## config.mk

```make
export PLATFORM = sky130hd
export DESIGN_NAME = bosc_dist
export DESIGN_NICKNAME = d
export VERILOG_FILES = /design/src/sv/box_overlap_side_classifier_core_macros.svh /design/src/sv/bosc_pkg.sv /design/src/sv/bosc_dist.sv
export SDC_FILE = /design/constraint.sdc
export NUM_CORES = 2
export LEC_CHECK = 0
export BUFFER_PORTS_ARGS = -buffer_cell sky130_fd_sc_hd__buf_4
export CAP_MARGIN = 20
export CORE_MARGIN = 2
export CORE_UTILIZATION = 60
export CTS_CLUSTER_SIZE = 20
export DETAILED_ROUTE_END_ITERATION = 8
export PLACE_DENSITY = 0.78
export SYNTH_ARGS = -nofsm -noshare
export SYNTH_HDL_FRONTEND = slang
export SYNTH_SLANG_ARGS = --single-unit
export TNS_END_PERCENT = 5
```

## constraint.sdc

```tcl
create_clock -name clk -period 7.3 [get_ports clk]
set_input_delay 0.73 -clock clk [delete_from_list [all_inputs] [get_ports clk]]
set_output_delay 0.73 -clock clk [all_outputs]
set_load 0.005 [all_outputs]
```

## src/sv/box_overlap_side_classifier_core_macros.svh

```systemverilog
// ---------------------------------------------------------------------------
// box overlap side classifier assertion macros
// shared concurrent assertion forms, clocked on clk and disabled in reset
// ---------------------------------------------------------------------------
`ifndef BOX_OVERLAP_SIDE_CLASSIFIER_CORE_MACROS_SVH
`define BOX_OVERLAP_SIDE_CLASSIFIER_CORE_MACROS_SVH

// same-cycle implication
`define BOSC_ASSERT_IMP(lbl, ante, cons, msg) \
  lbl: assert property (@(posedge clk) disable iff (!rst_n) (ante) |-> (cons)) \
    else $error(msg);

// implication after a fixed number of cycles
`define BOSC_ASSERT_DLY(lbl, ante, dly, cons, msg) \
  lbl: assert property (@(posedge clk) disable iff (!rst_n) (ante) |-> ##dly (cons)) \
    else $error(msg);

`endif

```

## src/sv/bosc_pkg.sv

```systemverilog
// ---------------------------------------------------------------------------
// bosc_pkg
// shared types and point tables for the box overlap side classifier
// ---------------------------------------------------------------------------
package bosc_pkg;

  localparam int NUM_PTS = 8;
  localparam int IDX_W   = $clog2(NUM_PTS);
  localparam int NUM_SEL = 3;

  typedef logic [IDX_W-1:0] idx_t;
  typedef logic [1:0]       sel_t;

  // edge or midpoint of box b along one axis
  localparam sel_t SEL_LO  = 2'd0;
  localparam sel_t SEL_MID = 2'd1;
  localparam sel_t SEL_HI  = 2'd2;

  // reference points clockwise from top-left
  localparam sel_t PX_SEL [NUM_PTS] = '{SEL_LO, SEL_MID, SEL_HI, SEL_HI,
                                        SEL_HI, SEL_MID, SEL_LO, SEL_LO};
  localparam sel_t PY_SEL [NUM_PTS] = '{SEL_LO, SEL_LO, SEL_LO, SEL_MID,
                                        SEL_HI, SEL_HI, SEL_HI, SEL_MID};

  typedef struct packed {
    logic valid;
    logic hit;
  } ctl_t;

endpackage

```

## src/sv/bosc_dist.sv

```systemverilog
// ---------------------------------------------------------------------------
// bosc_dist
// squares of the axis distances, then squared distance to each point
// ---------------------------------------------------------------------------
module bosc_dist #(
  parameter int COORD_BITS = 16
) (
  input  logic                                            clk,
  input  logic                                            rst_n,
  input  bosc_pkg::ctl_t                                  ctl_i,
  input  logic [bosc_pkg::NUM_SEL-1:0][COORD_BITS+1:0]    dx_i,
  input  logic [bosc_pkg::NUM_SEL-1:0][COORD_BITS+1:0]    dy_i,
  output bosc_pkg::ctl_t                                  ctl_o,
  output logic [bosc_pkg::NUM_PTS-1:0][2*COORD_BITS+4:0]  d_o
);

  localparam int EW = COORD_BITS + 2;
  localparam int SW = 2 * EW;
  localparam int DW = SW + 1;

  bosc_pkg::ctl_t ctl3_r, ctl4_r;
  logic [SW-1:0]  sqx_nxt [bosc_pkg::NUM_SEL];
  logic [SW-1:0]  sqy_nxt [bosc_pkg::NUM_SEL];
  logic [SW-1:0]  sqx_r   [bosc_pkg::NUM_SEL];
  logic [SW-1:0]  sqy_r   [bosc_pkg::NUM_SEL];
  logic [bosc_pkg::NUM_PTS-1:0][DW-1:0] d_nxt, d_r;

  // stage 3: squarers
  always_comb begin
    for (int k = 0; k < bosc_pkg::NUM_SEL; k++) begin
      sqx_nxt[k] = SW'(dx_i[k]) * SW'(dx_i[k]);
      sqy_nxt[k] = SW'(dy_i[k]) * SW'(dy_i[k]);
    end
  end

  always_ff @(posedge clk) begin
    if (!rst_n) begin
      ctl3_r.valid <= 1'b0;
    end else begin
      ctl3_r.valid <= ctl_i.valid;
    end
    ctl3_r.hit <= ctl_i.hit;
    sqx_r      <= sqx_nxt;
    sqy_r      <= sqy_nxt;
  end

  // stage 4: per-point sums
  always_comb begin
    for (int i = 0; i < bosc_pkg::NUM_PTS; i++) begin
      d_nxt[i] = DW'(sqx_r[bosc_pkg::PX_SEL[i]]) + DW'(sqy_r[bosc_pkg::PY_SEL[i]]);
    end
  end

  always_ff @(posedge clk) begin
    if (!rst_n) begin
      ctl4_r.valid <= 1'b0;
    end else begin
      ctl4_r.valid <= ctl3_r.valid;
    end
    ctl4_r.hit <= ctl3_r.hit;
    d_r        <= d_nxt;
  end

  assign ctl_o = ctl4_r;
  assign d_o   = d_r;

endmodule

```

==> key figures <==
Outcome
  – Status: finished clean

Global route
  – GR Overflow Total: 0
  – Initial antenna violation count: 13
  – Largest net degree at the start of global routing: 21
  – GR peak layer: met2
  – Met2 global-route usage: 53.1%
  – First-pass GRT wire length: 336 mm
  – M1 GR Usage: 45.4%
  – GR Layer Usage met3: 9.13%
  – Tot GR Track Use: 34.5%
  – Vias in the first global route: 60007

Synth
  – Post-synth ARST share: 0%
  – Most common library cells after synthesis: inv_1 (1938), fa_1 (1303), ha_1 (951)
  – Post-synthesis sequential area ratio: 13.5%
  – Yosys cell types: 83
  – Syn Nets: 10456
  – Post-synth top area share: 34.6%
  – Post-synth top area cell: fa_1
  – Top cells by area, synth: fa_1 (35%), ha_1 (16%), dfxtp_1 (14%)
  – Top-count cell post-synth: inv_1
  – Cells after Synth: 8090
  – Synthesized area per cell: 9.32 µm²
  – Post-synthesis register bit count: 510
  – Post-Syn Area: 75400 µm²
  – Synth Flop Type: dfxtp_1
  – YS warnings: 0
  – Post-synth EDFFs: 0

Detailed routing
  – Post-DR wirelength/cell: 21.3 µm
  – Post-route ant nets: 0
  – Vias: 56562
  – First drt pass iteration count: 5
  – DRC viols: 0
  – Via density: 5.60
  – Iter 0 DRT Violations: 4207
  – DRT Wirelength: 216 mm

Clock network
  – # Post-CTS Setup Buffers: 0
  – Sink Count: 510
  – CTS tree: built
  – Hold-fix buffers at CTS: 0
  – PostCTS Resize Cnt: 0
  – Worst-Skew Late Latency: 0.66 ns
  – Num CTS Buffers: 56
  – Reg clk slew, reported paths: 0.07 ns
  – H-tree depth: 2
  – Clock buffer depth: 3
  – Root buffer cell: clkbuf_16

Worst setup path
  – R2R Path Start: sqx_r[74]
  – R2r endpoint: d_o[289]
  – Reg2Reg Depth: 10
  – Worst endpoint required time: 7.87 ns
  – Worst reg-to-reg setup slack: 3.49 ns
  – CP max FO: 18
  – Setup CP Type: input port to flip-flop
  – CP Capture Point: sqx_r[107]
  – Crit. Startpoint: dx_i[5]
  – Crit path DAT: 7.10 ns
  – Crit path launch type: input port
  – Crit. End Element: flip-flop

Hold path
  – Hold path startpoint: ctl_i[0]
  – Worst min path class: input port to flip-flop

Layout
  – Area grow syn2layout: 8.71%
  – NumNets Final: 10773
  – Layout cells sized above 1: 6.90%

Placed design
  – Post-detail-place hpwl: 183 mm
  – GPL Wtd Cong: 1.02
  – Port Buffers: 409

Floorplanning
  – Core region area: 125000 µm²
  – Die Ht: 358 µm
  – Die X: 358 µm
  – Initial core utilization: 60.3%
  – Die area: 128000 µm²
  – # rows: 130
  – I/O pin cnt: 410

Timing
  – RSZ-0062 raised after global routing: no
  – Post-layout min period: 6.53 ns
  – Worst-Margin Slew: 0.953 ns
  – Setup TNS: 0 ns
  – Final Skew: 0.0272 ns
  – Slew headroom: 34.8%
  – Max Clk Rate: 0.153 GHz
  – Slew Limit Fails: 0
  – Final setup vio count: 0
  – Crit share post-route: 89.4%
  – Hold Violations, Final: 0

Flow run
  – Max-cap violations: 0
-- critical path: stages --
cell and delay [ns]:
buf_4 0.22, and2_1 0.20, inv_1 0.07, fa_1 0.53, inv_1 0.05, fa_1 0.52, inv_1 0.05, fa_1 0.48
fa_1 0.55, inv_1 0.05, fa_1 0.47, inv_1 0.05, fa_1 0.48, inv_1 0.04, ha_1 0.33, and3_1 0.21
a221oi_1 0.50, nor2_1 0.13, inv_1 0.07, a31oi_1 0.23, a211oi_1 0.59, o221ai_1 0.18, a21oi_1 0.20, xnor2_1 0.14
-- metal layers --
layer	up-vias	wire length (µm)
met4	4	12500
met1	28105	85600
met3	515	22100
li1	25676	-
met5	-	143
met2	2262	95400
-- sequential cells by signal, indices dropped and copies added, names as in the netlist --
register and count:
ctl_o 2, sqx_r 105, d_o 296, ctl3_r 2, sqy_r 105
-- final cells by class --
class / count / area, µm²
clock inverter: 33 / 408
clock buffer: 69 / 1540
sequential: 510 / 10200
inverter: 1938 / 7270
timing repair buffer: 415 / 3120
tap: 1650 / 2060
fill: 10042 / 43200
antenna: 8 / 20.0
multi-input combinational: 5486 / 57300
-- worst min path at each step --
stage                      endpoint  slack, ns  cells after the start
after floorplan            ctl_o[0]       0.31                      0
after global placement     ctl_o[0]       0.32                      0
after detailed placement   ctl_o[0]       0.32                      0
after CTS                 ctl3_r[0]       0.16                      1
after global routing      ctl3_r[0]       0.17                      1
final                     ctl3_r[0]       0.19                      1
-- layout by cell type, fill, tap and decap left out, types with 29 or more instances in the layout --
master     instances
o21a_1            45
nor2_1           233
clkbuf_16         58
xnor2_1          319
nor2b_1           94
nor3_1            45
a21oi_1          365
and3_1            33
a21o_1           214
buf_4            415
o21ai_0          162
dfxtp_1          510
a211oi_1          34
ha_1             951
nand2b_1          43
o21bai_1          45
nand4_1           38
nand2_1          695
nand3_1           67
xor2_1           146
and2_1           360
inv_1           1938
or2_2             29
fa_1            1303
a31oi_1           34
-- kinds of logic (layout without fill, tap and decap cells) --
family | after synthesis | after routing | synth area share (%)
multiplexers | 13 | 13 | 0.183
adder cells (fa/ha/maj) | 2254 | 2254 | 50.4
AO/OA/AOI/OAI | 1068 | 1068 | 9.22
flip-flops | 510 | 510 | 13.5
AND/OR/NAND/NOR | 1686 | 1686 | 10.8
other | 0 | 8 | 0
XOR/XNOR | 465 | 465 | 5.40
buffers and inverters | 2094 | 2455 | 10.4
-- per-stage QoR --
step / instances / instance area, µm² / utilization [%] / hold slack, ns / setup slack (ns)
5_1_grt: 10101 / 81900 / 65.5 / 0.175 / 0.372
4_1_cts: 10101 / 81900 / 65.5 / 0.160 / 0.873
6_report: 10109 / 81900 / 65.5 / 0.189 / 0.773
2_1_floorplan: 8090 / 75400 / - / 0.310 / 0.714
3_5_place_dp: 9999 / 80000 / 63.9 / 0.316 / 0.252
3_3_place_gp: 9999 / 80000 / 63.9 / 0.318 / 0.317
Power is left out: the tool's default activity adds up to more than one toggle a clock period on the data nets, which glitch-free logic cannot reach.
