$ cat config.mk
export PLATFORM = sky130hd
export DESIGN_NAME = bosc_geom
export DESIGN_NICKNAME = d
export VERILOG_FILES = /design/src/sv/box_overlap_side_classifier_core_macros.svh /design/src/sv/bosc_pkg.sv /design/src/sv/bosc_geom.sv
export SDC_FILE = /design/constraint.sdc
export NUM_CORES = 1
export LEC_CHECK = 0
export BUFFER_PORTS_ARGS = -buffer_cell sky130_fd_sc_hd__buf_2
export CAP_MARGIN = 30
export CORE_MARGIN = 2
export CORE_UTILIZATION = 25
export DETAILED_ROUTE_END_ITERATION = 10
export GPL_TIMING_DRIVEN = 0
export PLACE_DENSITY = 0.52
export SYNTH_ARGS = -nofsm -noshare
export SYNTH_HDL_FRONTEND = slang
export SYNTH_SLANG_ARGS = --single-unit
export TNS_END_PERCENT = 50
$ cat constraint.sdc
create_clock -name clk -period 4.55 [get_ports clk]
set_clock_uncertainty 0.15 [all_clocks]
set_input_delay 0.91 -clock clk [delete_from_list [all_inputs] [get_ports clk]]
set_output_delay 0.91 -clock clk [all_outputs]
set_load 0.02 [all_outputs]
$ cat src/sv/box_overlap_side_classifier_core_macros.svh
// ---------------------------------------------------------------------------
// box overlap side classifier assertion macros
// shared concurrent assertion forms, clocked on clk and disabled in reset
// ---------------------------------------------------------------------------
`ifndef BOX_OVERLAP_SIDE_CLASSIFIER_CORE_MACROS_SVH
`define BOX_OVERLAP_SIDE_CLASSIFIER_CORE_MACROS_SVH

// same-cycle implication
`define BOSC_ASSERT_IMP(lbl, ante, cons, msg) \
  lbl: assert property (@(posedge clk) disable iff (!rst_n) (ante) |-> (cons)) \
    else $error(msg);

// implication after a fixed number of cycles
`define BOSC_ASSERT_DLY(lbl, ante, dly, cons, msg) \
  lbl: assert property (@(posedge clk) disable iff (!rst_n) (ante) |-> ##dly (cons)) \
    else $error(msg);

`endif

$ cat src/sv/bosc_pkg.sv
// ---------------------------------------------------------------------------
// bosc_pkg
// shared types and point tables for the box overlap side classifier
// ---------------------------------------------------------------------------
package bosc_pkg;

  localparam int NUM_PTS = 8;
  localparam int IDX_W   = $clog2(NUM_PTS);
  localparam int NUM_SEL = 3;

  typedef logic [IDX_W-1:0] idx_t;
  typedef logic [1:0]       sel_t;

  // edge or midpoint of box b along one axis
  localparam sel_t SEL_LO  = 2'd0;
  localparam sel_t SEL_MID = 2'd1;
  localparam sel_t SEL_HI  = 2'd2;

  // reference points clockwise from top-left
  localparam sel_t PX_SEL [NUM_PTS] = '{SEL_LO, SEL_MID, SEL_HI, SEL_HI,
                                        SEL_HI, SEL_MID, SEL_LO, SEL_LO};
  localparam sel_t PY_SEL [NUM_PTS] = '{SEL_LO, SEL_LO, SEL_LO, SEL_MID,
                                        SEL_HI, SEL_HI, SEL_HI, SEL_MID};

  typedef struct packed {
    logic valid;
    logic hit;
  } ctl_t;

endpackage

$ cat src/sv/bosc_geom.sv
// ---------------------------------------------------------------------------
// bosc_geom
// overlap test, doubled-scale centre and edges, then absolute axis distances
// ---------------------------------------------------------------------------
module bosc_geom #(
  parameter int COORD_BITS = 16
) (
  input  logic                               clk,
  input  logic                               rst_n,
  input  logic                               valid_i,
  input  logic signed [COORD_BITS-1:0]       a_left_i,
  input  logic signed [COORD_BITS-1:0]       a_top_i,
  input  logic        [COORD_BITS-2:0]       a_width_i,
  input  logic        [COORD_BITS-2:0]       a_height_i,
  input  logic signed [COORD_BITS-1:0]       b_left_i,
  input  logic signed [COORD_BITS-1:0]       b_top_i,
  input  logic        [COORD_BITS-2:0]       b_width_i,
  input  logic        [COORD_BITS-2:0]       b_height_i,
  output bosc_pkg::ctl_t                     ctl_o,
  output logic [bosc_pkg::NUM_SEL-1:0][COORD_BITS+1:0] dx_o,
  output logic [bosc_pkg::NUM_SEL-1:0][COORD_BITS+1:0] dy_o
);

  localparam int CW = COORD_BITS;
  localparam int EW = COORD_BITS + 2;

  typedef logic signed [EW-1:0] crd_t;

  crd_t al, at, aw, ah, bl, bt, bw, bh;

  bosc_pkg::ctl_t ctl_nxt, ctl1_r, ctl2_r;
  crd_t           cx_nxt, cy_nxt, cx_r, cy_r;
  crd_t           x_nxt [bosc_pkg::NUM_SEL];
  crd_t           y_nxt [bosc_pkg::NUM_SEL];
  crd_t           x_r   [bosc_pkg::NUM_SEL];
  crd_t           y_r   [bosc_pkg::NUM_SEL];

  logic signed [EW:0] ddx [bosc_pkg::NUM_SEL];
  logic signed [EW:0] ddy [bosc_pkg::NUM_SEL];
  logic [bosc_pkg::NUM_SEL-1:0][EW-1:0] dx_nxt, dy_nxt, dx_r, dy_r;

  // stage 1: overlap and doubled-scale geometry
  always_comb begin
    al = {{2{a_left_i[CW-1]}}, a_left_i};
    at = {{2{a_top_i[CW-1]}}, a_top_i};
    bl = {{2{b_left_i[CW-1]}}, b_left_i};
    bt = {{2{b_top_i[CW-1]}}, b_top_i};
    aw = {3'b000, a_width_i};
    ah = {3'b000, a_height_i};
    bw = {3'b000, b_width_i};
    bh = {3'b000, b_height_i};

    ctl_nxt.valid = valid_i;
    ctl_nxt.hit   = (al + aw > bl) && (al < bl + bw) &&
                    (at + ah > bt) && (at < bt + bh);

    cx_nxt = (al <<< 1) + aw;
    cy_nxt = (at <<< 1) + ah;
    x_nxt[bosc_pkg::SEL_LO]  = bl <<< 1;
    x_nxt[bosc_pkg::SEL_MID] = (bl <<< 1) + bw;
    x_nxt[bosc_pkg::SEL_HI]  = (bl <<< 1) + (bw <<< 1);
    y_nxt[bosc_pkg::SEL_LO]  = bt <<< 1;
    y_nxt[bosc_pkg::SEL_MID] = (bt <<< 1) + bh;
    y_nxt[bosc_pkg::SEL_HI]  = (bt <<< 1) + (bh <<< 1);
  end

  always_ff @(posedge clk) begin
    if (!rst_n) begin
      ctl1_r.valid <= 1'b0;
    end else begin
      ctl1_r.valid <= ctl_nxt.valid;
    end
    ctl1_r.hit <= ctl_nxt.hit;
    cx_r       <= cx_nxt;
    cy_r       <= cy_nxt;
    x_r        <= x_nxt;
    y_r        <= y_nxt;
  end

  // stage 2: absolute distances on each axis
  always_comb begin
    for (int k = 0; k < bosc_pkg::NUM_SEL; k++) begin
      ddx[k] = {cx_r[EW-1], cx_r} - {x_r[k][EW-1], x_r[k]};
      ddy[k] = {cy_r[EW-1], cy_r} - {y_r[k][EW-1], y_r[k]};
      dx_nxt[k] = ddx[k][EW] ? EW'(-ddx[k]) : ddx[k][EW-1:0];
      dy_nxt[k] = ddy[k][EW] ? EW'(-ddy[k]) : ddy[k][EW-1:0];
    end
  end

  always_ff @(posedge clk) begin
    if (!rst_n) begin
      ctl2_r.valid <= 1'b0;
    end else begin
      ctl2_r.valid <= ctl1_r.valid;
    end
    ctl2_r.hit <= ctl1_r.hit;
    dx_r       <= dx_nxt;
    dy_r       <= dy_nxt;
  end

  assign ctl_o = ctl2_r;
  assign dx_o  = dx_r;
  assign dy_o  = dy_r;

endmodule

==> results.cfg <==
[place]
place_congestion = 0.8597
dpl_cell_area_sq_um = 21480
dp_hpwl_um = 48250
pre_cts_slack_ps = -1268
dp.cells = 3512
place.port_buffers = 236

[cts]
cts_tree = yes
cts.reportedPaths.clkPinSlew_ps = 60
htree_levels = 1
clockRootBuffer = clkbuf_16
clock_latency_ps = 570
clock_sinks = 248
cts_made_buffers = 29
cts_buffer_depth = 3

[min_path]
hold_start = ctl1_r[0]
min_path_type = register to register
hold_path_depth = 0
min_to = ctl_o[0]

[worst_setup_path]
cp_max_fo = 4
crit_required_ps = 4850
path_class = primary input to register
crit_path_end_kind = register
critical_path.max_stage_delay_ps = 580
rr_endpoint = dx_o[40]
reg2reg_depth = 12
critical_path_arrival_ps = 4630
cpMaxStageDelayCell = or4_1
start_kind = primary input
worst_r2r_startpoint = cx_r[2]
crit_chain = buf_2, ha_1, a21o_1, a21oi_2, o21ai_0, a21oi_1, o21a_1, o21ai_0, o41ai_2, buf_4, o2111ai_1, a21oi_1, xnor2_1, ha_1, nand3_1, or4_1, o21ai_1, a41o_1, nor3_2
rrSetupSlack_ps = 400
path_buf_inv = 2
critPathTopFamily = compound AO/OA/AOI/OAI gates

[global_route]
antenna_found_initial = 24
grt.overflow.total = 0
grt_first_pass_wirelength_um = 84930
grtUsageTotal_pct = 13.86
grt_max_degree = 14
grt_pass1_vias = 15728

[layout]
layout-drive-gt1-share_pct = 14.32
syn2layout_area_growth_pct = 19.39
finalNetCount = 3011
final_area_sq_um = 22770
stdcell_count = 3588

[floorplan]
die_x_um = 280.2
dieArea_sq_um = 78510
start_util_pct = 25.20
top_level_ports = 237
core-area_sq_um = 75700
num_rows = 101
die_h_um = 280.2

[sta]
final_hold_viol_count = 0
slew_viol_final = 0
slew_headroom_pct = 32.80
setup_viol = 0
setup_slack_ps = 227.9
tightest_slew_ps = 980.0
final.min_clock_period_ps = 4322
min_period_over_period_pct = 94.99
fmax_ghz = 0.2314

[logic_synthesis]
ys.flop_type = dfxtp_1
synth_most_common_cell = inv_1
synthesis.nets = 2731
synth_warnings = 0
postSynthCellCount = 2298
ys_ff_latch = 248
synthArstFlopShare_pct = 0
yosysTopAreaCell = dfxtp_1
avgSynthCellArea_sq_um = 8.299
synth_top_area_share_pct = 26.03
netlist_area_sq_um = 19070
ys_types = 88
synth-edff-count = 0
synthTopCellsByCount = inv_1 (304), ha_1 (292), dfxtp_1 (248)
synth.area.top_cells = dfxtp_1 (26%), ha_1 (19%), xnor2_1 (8.2%), inv_1 (6.0%), a21oi_1 (3.8%)
synth_seq_area_share_pct = 26.03

[route]
wirelength_um = 56120
dr.pass1.iters = 5
wl_per_cell_um = 15.64
ant_nets = 0
drc = 0
num_vias = 16371
drt_iter0_markers = 580
drt-vias-per-instance = 4.563

[flow_run]
maxCapViolCount = 0

[pwr]
leakagePower_nw = 10.71
ir_drop_mv = 0.3130
power_density_nw_per_um2 = 523.2

[outcome]
status = completed
## power by group
part	total (W)	leakage (nW)	internal [W]	switching, W
Sequential	0.00321	2.09	0.00288	0.000327
Clock	0.00241	0.474	0.00146	0.000954
Combinational	0.00629	8.15	0.00251	0.00378
## sequential cells by signal, indices dropped and copies added (netlist names)
| register | count |
|---|---|
| ctl1_r | 2 |
| ctl_o | 2 |
| cx_r | 18 |
| cy_r | 18 |
| dx_o | 53 |
| dy_o | 53 |
| x_r | 51 |
| y_r | 51 |
## worst max-delay path by stage
stage                     cells past startpoint        start  slack [ps]   endpoint
after detailed placement                     19   a_top_i[1]       -1270  ctl1_r[0]
after global placement                       19   a_top_i[1]       -1310  ctl1_r[0]
after floorplan                              18   a_top_i[1]           9  ctl1_r[0]
final                                        19  a_left_i[1]         230  ctl1_r[0]
after global routing                         19  a_left_i[1]         -40  ctl1_r[0]
after CTS                                    19  b_left_i[1]           6  ctl1_r[0]
## routing by layer
layer,vias up,GRT usage [%],wire (um)
met1,7398,18.65,27530
met4,16,4.840,1651
met5,-,0,83
li1,8630,-,-
met2,243,22.54,24640
met3,84,1.965,2209
## what timing repair did
item,4_1_cts,5_1_grt
setup buffers,2,10
setup endpoints to repair,1,1
gates resized for setup,15,32
hold buffers,0,0
pin swaps,3,18
endpoints found under the hold margin,0,0
## metrics by stage
step           setup TNS, ps  hold WS (ps)  total power (W)  utilization [%]
3_3_place_gp           -1315         162.8         0.009516            28.37
2_1_floorplan              0         159.6         0.007716                -
5_1_grt               -36.93         196.0          0.01283            30.07
6_report                   0         180.2          0.01191            30.08
4_1_cts                    0         183.5          0.01201            29.80
3_5_place_dp           -1268         167.9         0.009526            28.37
## cell usage in the layout, fill, tap and decap left out, drive strengths merged, types with 8 or more instances in the layout
cell,n
nand3b,9
dfxtp,248
nand2,126
o21bai,19
clkbuf,59
or3,21
o211ai,9
and3,18
a31oi,35
o21a,28
nand2b,23
a211o,11
o31ai,20
or2,16
diode,12
buf,254
nand3,50
nor2b,31
a211oi,11
ha,292
xor2,70
fa,14
nor3,43
xnor2,179
inv,306
o21ai,147
a21boi,19
nand4,16
a311oi,10
a21oi,147
nor4,13
a41oi,8
nor2,163
a21o,52
and2,9
a2111oi,9
## worst register-to-register path: stages (launching register included)
cell	delay [ps]
dfxtp_1	530
ha_1	290
nor2b_1	120
o21ai_0	200
a21boi_0	150
o21ai_1	340
a31oi_1	290
o221ai_1	250
a21oi_1	100
o22ai_1	670
clkbuf_1	450
nand2_1	120
xnor2_1	360
## layout make-up
type | instances | area (sq um)
fillers | 8100 | 52930
flip-flops and latches | 248 | 4965
clock inverters | 13 | 187.7
multi-input cells | 1720 | 13040
diodes | 12 | 30.03
plain buffers | 26 | 107.6
inverters | 304 | 1141
repair buffers | 249 | 1276
clock buffers | 38 | 799.5
well taps | 978 | 1224
## kinds of logic after synthesis
group,synth area share (%)
compound gates,20.50
xor+xnor,11.43
fa+ha+maj,20.63
buf+inv,6.547
flops,26.03
mux,0.3346
simple gates,14.52
(Power assumes the default switching activity.)
