`config.mk`:
```
export PLATFORM = sky130hd
export DESIGN_NAME = bosc_argmin
export DESIGN_NICKNAME = d
export VERILOG_FILES = /design/src/sv/box_overlap_side_classifier_core_macros.svh /design/src/sv/bosc_pkg.sv /design/src/sv/bosc_argmin.sv
export SDC_FILE = /design/constraint.sdc
export NUM_CORES = 1
export LEC_CHECK = 0
export BUFFER_PORTS_ARGS = -buffer_cell sky130_fd_sc_hd__buf_2
export CAP_MARGIN = 0
export CORE_UTILIZATION = 45
export DETAILED_ROUTE_END_ITERATION = 7
export GPL_TIMING_DRIVEN = 0
export PLACE_DENSITY = 0.78
export SLEW_MARGIN = 25
export SYNTH_ARGS = -nofsm -noshare
export SYNTH_HDL_FRONTEND = slang
export SYNTH_SLANG_ARGS = --single-unit
```
`constraint.sdc`:
```
create_clock -name clk -period 4 [get_ports clk]
set_input_delay 0.8 -clock clk [delete_from_list [all_inputs] [get_ports clk]]
set_output_delay 0.8 -clock clk [all_outputs]
set_load 0.02 [all_outputs]
```
`src/sv/box_overlap_side_classifier_core_macros.svh`:
```
// ---------------------------------------------------------------------------
// box overlap side classifier assertion macros
// shared concurrent assertion forms, clocked on clk and disabled in reset
// ---------------------------------------------------------------------------
`ifndef BOX_OVERLAP_SIDE_CLASSIFIER_CORE_MACROS_SVH
`define BOX_OVERLAP_SIDE_CLASSIFIER_CORE_MACROS_SVH

// same-cycle implication
`define BOSC_ASSERT_IMP(lbl, ante, cons, msg) \
  lbl: assert property (@(posedge clk) disable iff (!rst_n) (ante) |-> (cons)) \
    else $error(msg);

// implication after a fixed number of cycles
`define BOSC_ASSERT_DLY(lbl, ante, dly, cons, msg) \
  lbl: assert property (@(posedge clk) disable iff (!rst_n) (ante) |-> ##dly (cons)) \
    else $error(msg);

`endif

```
`src/sv/bosc_pkg.sv`:
```
// ---------------------------------------------------------------------------
// bosc_pkg
// shared types and point tables for the box overlap side classifier
// ---------------------------------------------------------------------------
package bosc_pkg;

  localparam int NUM_PTS = 8;
  localparam int IDX_W   = $clog2(NUM_PTS);
  localparam int NUM_SEL = 3;

  typedef logic [IDX_W-1:0] idx_t;
  typedef logic [1:0]       sel_t;

  // edge or midpoint of box b along one axis
  localparam sel_t SEL_LO  = 2'd0;
  localparam sel_t SEL_MID = 2'd1;
  localparam sel_t SEL_HI  = 2'd2;

  // reference points clockwise from top-left
  localparam sel_t PX_SEL [NUM_PTS] = '{SEL_LO, SEL_MID, SEL_HI, SEL_HI,
                                        SEL_HI, SEL_MID, SEL_LO, SEL_LO};
  localparam sel_t PY_SEL [NUM_PTS] = '{SEL_LO, SEL_LO, SEL_LO, SEL_MID,
                                        SEL_HI, SEL_HI, SEL_HI, SEL_MID};

  typedef struct packed {
    logic valid;
    logic hit;
  } ctl_t;

endpackage

```
`src/sv/bosc_argmin.sv`:
```
// ---------------------------------------------------------------------------
// bosc_argmin
// registered three-level compare tree, lowest index wins on a tie
// ---------------------------------------------------------------------------
module bosc_argmin #(
  parameter int COORD_BITS = 16
) (
  input  logic                                            clk,
  input  logic                                            rst_n,
  input  bosc_pkg::ctl_t                                  ctl_i,
  input  logic [bosc_pkg::NUM_PTS-1:0][2*COORD_BITS+4:0]  d_i,
  output logic                                            valid_o,
  output logic                                            overlap_o,
  output bosc_pkg::idx_t                                  side_o
);

  localparam int DW = 2 * COORD_BITS + 5;
  localparam int N1 = bosc_pkg::NUM_PTS / 2;
  localparam int N2 = bosc_pkg::NUM_PTS / 4;

  bosc_pkg::ctl_t ctl5_r, ctl6_r;
  logic [N1-1:0][DW-1:0] c1d_nxt, c1d_r;
  logic [N2-1:0][DW-1:0] c2d_nxt, c2d_r;
  bosc_pkg::idx_t        c1i_nxt [N1];
  bosc_pkg::idx_t        c1i_r   [N1];
  bosc_pkg::idx_t        c2i_nxt [N2];
  bosc_pkg::idx_t        c2i_r   [N2];
  logic                  tb1 [N1];
  logic                  tb2 [N2];
  logic                  tb3;
  bosc_pkg::idx_t        side_nxt, side_r;
  logic                  valid_r, overlap_r;

  // stage 5: pairs of points
  always_comb begin
    for (int k = 0; k < N1; k++) begin
      tb1[k]     = d_i[2*k+1] < d_i[2*k];
      c1d_nxt[k] = tb1[k] ? d_i[2*k+1] : d_i[2*k];
      c1i_nxt[k] = tb1[k] ? bosc_pkg::idx_t'(2*k+1) : bosc_pkg::idx_t'(2*k);
    end
  end

  always_ff @(posedge clk) begin
    if (!rst_n) begin
      ctl5_r.valid <= 1'b0;
    end else begin
      ctl5_r.valid <= ctl_i.valid;
    end
    ctl5_r.hit <= ctl_i.hit;
    c1d_r      <= c1d_nxt;
    c1i_r      <= c1i_nxt;
  end

  // stage 6: pairs of pairs
  always_comb begin
    for (int m = 0; m < N2; m++) begin
      tb2[m]     = c1d_r[2*m+1] < c1d_r[2*m];
      c2d_nxt[m] = tb2[m] ? c1d_r[2*m+1] : c1d_r[2*m];
      c2i_nxt[m] = tb2[m] ? c1i_r[2*m+1] : c1i_r[2*m];
    end
  end

  always_ff @(posedge clk) begin
    if (!rst_n) begin
      ctl6_r.valid <= 1'b0;
    end else begin
      ctl6_r.valid <= ctl5_r.valid;
    end
    ctl6_r.hit <= ctl5_r.hit;
    c2d_r      <= c2d_nxt;
    c2i_r      <= c2i_nxt;
  end

  // stage 7: final pick into the result register
  always_comb begin
    tb3      = c2d_r[1] < c2d_r[0];
    side_nxt = '0;
    if (ctl6_r.hit) begin
      side_nxt = tb3 ? c2i_r[1] : c2i_r[0];
    end
  end

  always_ff @(posedge clk) begin
    if (!rst_n) begin
      valid_r <= 1'b0;
    end else begin
      valid_r <= ctl6_r.valid;
    end
    overlap_r <= ctl6_r.hit;
    side_r    <= side_nxt;
  end

  assign valid_o   = valid_r;
  assign overlap_o = overlap_r;
  assign side_o    = side_r;

endmodule

```
==> results by group, run 1 <==
Detailed routing
  – Starting DRT DRC Count: 573
  – Antenna Violating Nets Remaining: 0
  – Vias post-DR: 11.3k
  – Vias/cell: 5.06
  – Final WL: 34,600 um
  – DRC: 0
  – DRT Pass-1 Iters: 5
  – Drt wl/cell: 15.6 um

Placement
  – Placed Area: 15,700 um^2
  – Worst slack, placed: 0.208 ns
  – Global placer's final weighted congestion: 0.880
  – HPWL Detailed: 28,500 um
  – Port Buffers: 304
  – Number of cells after detailed placement: 2,173

Cells and area
  – Nets: 2,363
  – Share of cells above drive strength 1: 28.6%
  – Final Cell Area: 16,600 um^2
  – Non-Filler Instances: 2,223
  – Area grow syn2layout: 21.3%
  – Fin util: 55.7%

Pwr
  – PwrDens: 467 nW/um^2
  – Pwr Total: 7.75 mW
  – Maximum VDD drop: 0.245 mV
  – LEAKAGE: 8.68 nW

Synthesis
  – Post-synth EDFFs: 0
  – Synth top area cells: dfxtp_1 35%, ha_1 23%, mux2_2 10%
  – Seq/Total Area, Yosys: 34.9%
  – Async SR Flop Fraction: 0%
  – Post-synthesis net count: 2,031
  – Yosys cell types: 40
  – Cells after Synth: 1,479
  – Main synth FF type: dfxtp_1
  – Area leader, netlist: dfxtp_1
  – Top cell type's share of synthesized area: 34.9%
  – Yosys reg bits: 239
  – Yosys synthesis warning count: 0
  – Cell Area, Synth: 13,700 um^2
  – Synth Area per Inst: 9.26 um^2

Clock tree
  – Setup bufs post-CTS: 0
  – Longest Clk Path Bufs: 3
  – Worst-path clk slew: 0.06 ns
  – # resized after CTS: 0
  – CTS tree: built
  – Hold buffer count at CTS: 0
  – Clk root buf: clkbuf_16
  – # clock sinks: 239
  – H-Tree Depth: 1
  – Worst-Skew Late Latency: 0.52 ns
  – CTS Buf Count: 26

Floorplanning
  – Area of the die: 31,100 um^2
  – # rows: 63
  – Core area: 29,800 um^2
  – Chip Width: 176 um
  – Starting Density: 46.0%
  – Io pins: 305
  – Die height: 176 um

Worst setup path
  – Critical Path Fanout Max: 10
  – Startpoint types: input port
  – Required @ worst endpoint: 4.41 ns
  – Crit path kind: input port to flop
  – Crit. End Element: flop
  – R2R depth: 11
  – Critical path arrival: 3.56 ns

GRT
  – Pin count of the biggest net entering global routing: 16
  – Global-route wire length before repair: 54,400 um
  – Grt ovf: 0
  – Met3 GRT Util: 2.45%
  – Initial antenna violation count: 2
  – GR met2 Demand/Resource: 38.2%
  – Vias in the first global route: 11.2k
  – Most Crowded Layer GR: met2
  – M1 GR Usage: 27.9%
  – GR Util All Layers: 21.8%

STA
  – Final WS setup: 0.850 ns
  – RSZ-0062 raised after global routing: no
  – Tmin final: 3.15 ns
  – Final Setup Violations: 0
  – Final hold vios: 0
  – Pin slew with the least headroom to its limit: 0.930 ns
  – Min Hold Slack: 0.328 ns
  – Pins Over Slew Limit: 0
  – Final Cycle Share: 78.8%
  – Skew final: 0.0113 ns
  – Maximum clock rate: 317 MHz
  – Max_slew headroom: 36.4%
  – Total negative slack: 0 ns

Run status
  – Outcome: complete, no violations

Flow run
  – Number of max-cap violations: 0

Hold path
  – Hold Crit Class: flop to flop
  – Hold Path Depth: 0
## worst max-delay path: stages
cell	delay (ns)
buf_2	0.09
inv_1	0.04
ha_1	0.30
a21o_1	0.19
nand3_1	0.07
a21oi_1	0.07
a2111oi_0	0.74
o21ai_0	0.18
o22ai_1	0.31
buf_6	0.23
buf_6	0.21
mux2_4	0.33
## cell usage after synthesis (all sizes together) (4+ instances only)
library cell and n:
nand2 146, nor4 6, nand3 26, a21oi 104, o21ai 119, inv 260
o2111ai 5, a21o 7, o211ai 5, and2 4, nor2b 5, buf 25
mux2 152, nand4 36, nor2 23, a221oi 4, clkbuf 7, ha 252
a41oi 4, o21a 5, nor3 7, a211oi 14, dfxtp 239
## cells in the final DEF (no fill, tap or decap), types with 6 or more instances in the layout
cell type / n
buf_2: 318
inv_1: 260
ha_1: 252
dfxtp_1: 239
nand2_1: 146
mux2_2: 126
o21ai_0: 117
a21oi_1: 104
nand4_1: 36
clkbuf_16: 27
nand3_1: 26
nor2_1: 23
mux2_4: 19
a211oi_1: 14
buf_6: 9
clkbuf_1: 8
nor3_1: 7
a21o_1: 7
mux2_1: 7
nor4_1: 6
## registers in the layout, summed over array words and instances, names as in the netlist
register	flops
c1d_r	148
c1i_r	4
c2d_r	74
c2i_r	4
ctl5_r	2
ctl6_r	2
overlap_o	1
side_o	3
valid_o	1
## kinds of logic (layout without fill, tap and decap cells)
logic type	after synthesis	count (layout)	synth area share, %
compound gates	281	281	11.6
fa+ha+maj	252	252	23.0
buf+inv	292	644	8.68
flops	239	239	34.9
mux	152	152	13.0
other cells	0	2	0
simple gates	263	263	8.72
## final timing paths
path                          start            endpoint  slack, ns
setup reg to reg  c1d_r[85]$_DFF_P_   c2d_r[68]$_DFF_P_       1.05
hold / removal    ctl5_r[0]$_DFF_P_   ctl6_r[0]$_DFF_P_       0.33
setup / recovery           d_i[240]  c1d_r[131]$_DFF_P_       0.85
hold reg to reg   ctl5_r[0]$_DFF_P_   ctl6_r[0]$_DFF_P_       0.33
## layout make-up
type	count	area (um^2)
timing repair buffer	304	1520
tap	390	488
inverter	260	976
sequential	239	4780
antenna	2	5.00
clock inverter	18	198
multi-input combinational	948	7720
clock buffer	30	707
buffer	32	213
fill	2627	13200
## metal layers
| layer | up-vias | part of all wire [%] |
|---|---|---|
| met5 | - | 0 |
| li1 | 5759 | - |
| met3 | 59 | 4.6 |
| met4 | 0 | 2.7 |
| met2 | 300 | 47 |
| met1 | 5139 | 45 |
## report_power, final
| group | leakage, nW | internal, mW | switching, mW | total (mW) |
|---|---|---|---|---|
| registers | 2.02 | 2.83 | 0.184 | 3.02 |
| clock network | 0.437 | 1.48 | 1.01 | 2.48 |
| logic | 6.22 | 1.03 | 1.22 | 2.25 |
| total | 8.68 | 5.34 | 2.41 | 7.75 |
(Power assumes the default switching activity.)
==> inputs of run 2 (changes only) <==
--- a/config.mk
+++ b/config.mk
@@ -10,7 +10,7 @@
 export CORE_UTILIZATION = 45
 export DETAILED_ROUTE_END_ITERATION = 7
 export GPL_TIMING_DRIVEN = 0
-export PLACE_DENSITY = 0.78
+export PLACE_DENSITY = 0.81
 export SLEW_MARGIN = 25
 export SYNTH_ARGS = -nofsm -noshare
 export SYNTH_HDL_FRONTEND = slang
==> constraint.sdc (replaced) <==
create_clock -name clk -period 2.6 [get_ports clk]
set_input_delay 0.52 -clock clk [delete_from_list [all_inputs] [get_ports clk]]
set_output_delay 0.52 -clock clk [all_outputs]
set_load 0.02 [all_outputs]
==> results by group, run 2 (synthesized netlist as in run 1, its figures left out) <==
Cells and area
  – Multi-input combinational cell area: 7910 um^2 (was 7720 um^2)
  – Largest regs: c1d_r: 148 flops, c2d_r: 74 flops (unchanged)
  – Share of cells above drive strength 1: 30.2% (was 28.6%)
  – Area grow syn2layout: 23.6% (was 21.3%)
  – Fill count: 2,565 (was 2,627)
  – Reg area: 4790 um^2 (was 4780 um^2)
  – Max FFs per register: 148 (unchanged)
  – Largest register by flop count: c1d_r (unchanged)
  – Commonest non-fill, non-tap cell in the layout: buf_2 (unchanged)
  – Most frequent cells in the layout: 313 x buf_2, 256 x inv_1, 249 x ha_1, 233 x dfxtp_1, 146 x nand2_1 (was 318 x buf_2, 260 x inv_1, 252 x ha_1, 239 x dfxtp_1, 146 x nand2_1)
  – Nets: 2,367 (was 2,363)

STA
  – Skew final: 0.00902 ns (was 0.0113 ns)
  – Max_slew headroom: 63.6% (was 36.4%)
  – Pin slew with the least headroom to its limit: 0.546 ns (was 0.930 ns)
  – Pins Over Slew Limit: 0 (unchanged)
  – Final hold vios: 0 (unchanged)
  – Final WS setup: 0.0558 ns (was 0.850 ns)
  – Tmin final: 2.54 ns
  – Maximum clock rate: 393 MHz
  – RSZ-0062 raised after global routing: yes (was no)
  – Final Cycle Share: 97.9%
  – Final Setup Violations: 0 (unchanged)
  – Total negative slack: 0 ns (unchanged)

Run status
  – Outcome: complete, no violations (unchanged)

Placement
  – Worst slack, placed: -1.01 ns (was 0.208 ns)
  – HPWL Detailed: 28,700 um (was 28,500 um)
  – Port Buffers: 304 (unchanged)
  – Global placer's final weighted congestion: 0.885 (was 0.880)

Clock tree
  – CTS tree: built (unchanged)
  – # clock sinks: 239 (unchanged)
  – CTS Buf Count: 25 (was 26)
  – Longest Clk Path Bufs: 3 (unchanged)
  – Worst-Skew Late Latency: 0.52 ns (about the same)
  – Clk root buf: clkbuf_16 (unchanged)
  – Worst-path clk slew: 0.07 ns (was 0.06 ns)
  – H-Tree Depth: 1 (unchanged)
  – Hold buffer count at CTS: 0 (unchanged)

GRT
  – Pin count of the biggest net entering global routing: 15 (was 16)
  – Global-route wire length before repair: 54,200 um (was 54,400 um)
  – Initial antenna violation count: 4 (was 2)
  – GR Util All Layers: 21.8% (about the same)
  – Vias in the first global route: 11.4k (was 11.2k)
  – Grt ovf: 0 (unchanged)

Detailed routing
  – Vias post-DR: 11.3k (about the same)
  – Final WL: 35,400 um (was 34,600 um)
  – Starting DRT DRC Count: 520 (was 573)
  – Drt wl/cell: 15.9 um (was 15.6 um)
  – DRT Pass-1 Iters: 5 (unchanged)
  – Antenna Violating Nets Remaining: 0 (unchanged)
  – DRC: 0 (unchanged)
  – Vias/cell: 5.07 (was 5.06)

Worst setup path
  – Startpoint types: flop (was input port)
  – Crit path kind: flop to flop (was input port to flop)
  – Required @ worst endpoint: 2.99 ns (was 4.41 ns)
  – Critical path arrival: 2.94 ns (was 3.56 ns)
  – Crit. End Element: flop (unchanged)
  – Flop2flop setup slack: 0.06 ns (was 1.05 ns)
  – Critical Path Fanout Max: 5 (was 10)

Floorplanning
  – Starting Density: 46.0% (unchanged)
  – Io pins: 305 (unchanged)
  – # rows: 63 (unchanged)
  – Core area: 29,800 um^2 (unchanged)
  – Area of the die: 31,100 um^2 (unchanged)
  – Die height: 176 um (unchanged)
  – Chip Width: 176 um (unchanged)

Hold path
  – Hold Crit Class: input port to flop (was flop to flop)

Pwr
  – PwrDens: 720 nW/um^2 (was 467 nW/um^2)
  – LEAKAGE: 8.82 nW (was 8.68 nW)
  – Maximum VDD drop: 0.379 mV (was 0.245 mV)

Flow run
  – Number of max-cap violations: 0 (unchanged)
## run 2: changes by cell type in the layout (fill, tap and decap cells not counted), sizes merged
cell	change
buf	+1
bufinv	+2
clkbuf	+4
clkinv	-4
clkinvlp	+2
inv	-4
## run 2: final timing paths
check                                         end  cells after the start               from
worst min-delay path            ctl5_r[0]$_DFF_P_                      1           ctl_i[0]
worst min register to register  ctl6_r[0]$_DFF_P_                      0  ctl5_r[0]$_DFF_P_
worst max-delay path            c2d_r[68]$_DFF_P_                     11  c1d_r[85]$_DFF_P_
worst max register to register  c2d_r[68]$_DFF_P_                     11  c1d_r[85]$_DFF_P_
## run 2: area by class of cell
class / instances / share of cell area (%)
Timing Repair Buffer: 309 / 9.56
Antenna cell: 2 / 0.0296
Multi-Input combinational cell: 948 / 46.7
Sequential cell: 239 / 28.3
Tap cell: 390 / 2.88
Inverter: 260 / 5.77
Buffer: 32 / 1.54
Clock inverter: 14 / 1.26
Clock buffer: 30 / 3.92
## run 2: timing repair
action                     CTS  global route
gates cloned                 0             2
resized for setup           16            56
pin swaps                    3            15
buffers inserted             1             2
setup endpoints to repair  119           141
## run 2: power by group
| part | switching [mW] | internal [mW] | total, mW |
|---|---|---|---|
| sequential | 0.292 | 4.36 | 4.65 |
| combinational | 1.98 | 1.76 | 3.74 |
| clock | 1.48 | 2.32 | 3.80 |
## run 2: routing by layer
| layer | part of all wire, % | routed length, um | vias to the layer above | track usage, % |
|---|---|---|---|---|
| li1 | - | - | 5751 | - |
| met1 | 45 | 15900 | 5174 | 26.7 |
| met2 | 48 | 17000 | 288 | 39.1 |
| met3 | 4.3 | 1520 | 66 | 2.67 |
| met4 | 2.7 | 973 | 4 | 7.76 |
| met5 | 0.079 | 28 | - | 0 |
## run 2: per-stage QoR
stage / instance area [um^2] / hold WS, ns / total power [mW] / util, % / instances
global route: 16900 / 0.0976 / 12.9 / 56.8 / 2224
global placement: 15700 / 0.312 / 7.99 / 52.7 / 2173
CTS: 16700 / 0.0861 / 12.0 / 55.9 / 2218
floorplan: 13700 / 0.310 / 6.97 / - / 1479
detailed placement: 15700 / 0.317 / 8.16 / 52.7 / 2173
finish: 16900 / 0.108 / 12.2 / 56.8 / 2224
## run 2: worst max-delay path, stage by stage, from the launching register on
cell and delay, ns:
dfxtp_2 0.34, inv_2 0.04, ha_4 0.26, nand4_1 0.14, nor4_2 0.29, nand3_1 0.14
a41oi_2 0.27, nor3b_2 0.08, o21ai_2 0.20, buf_6 0.18, clkbuf_16 0.16, mux2_4 0.31
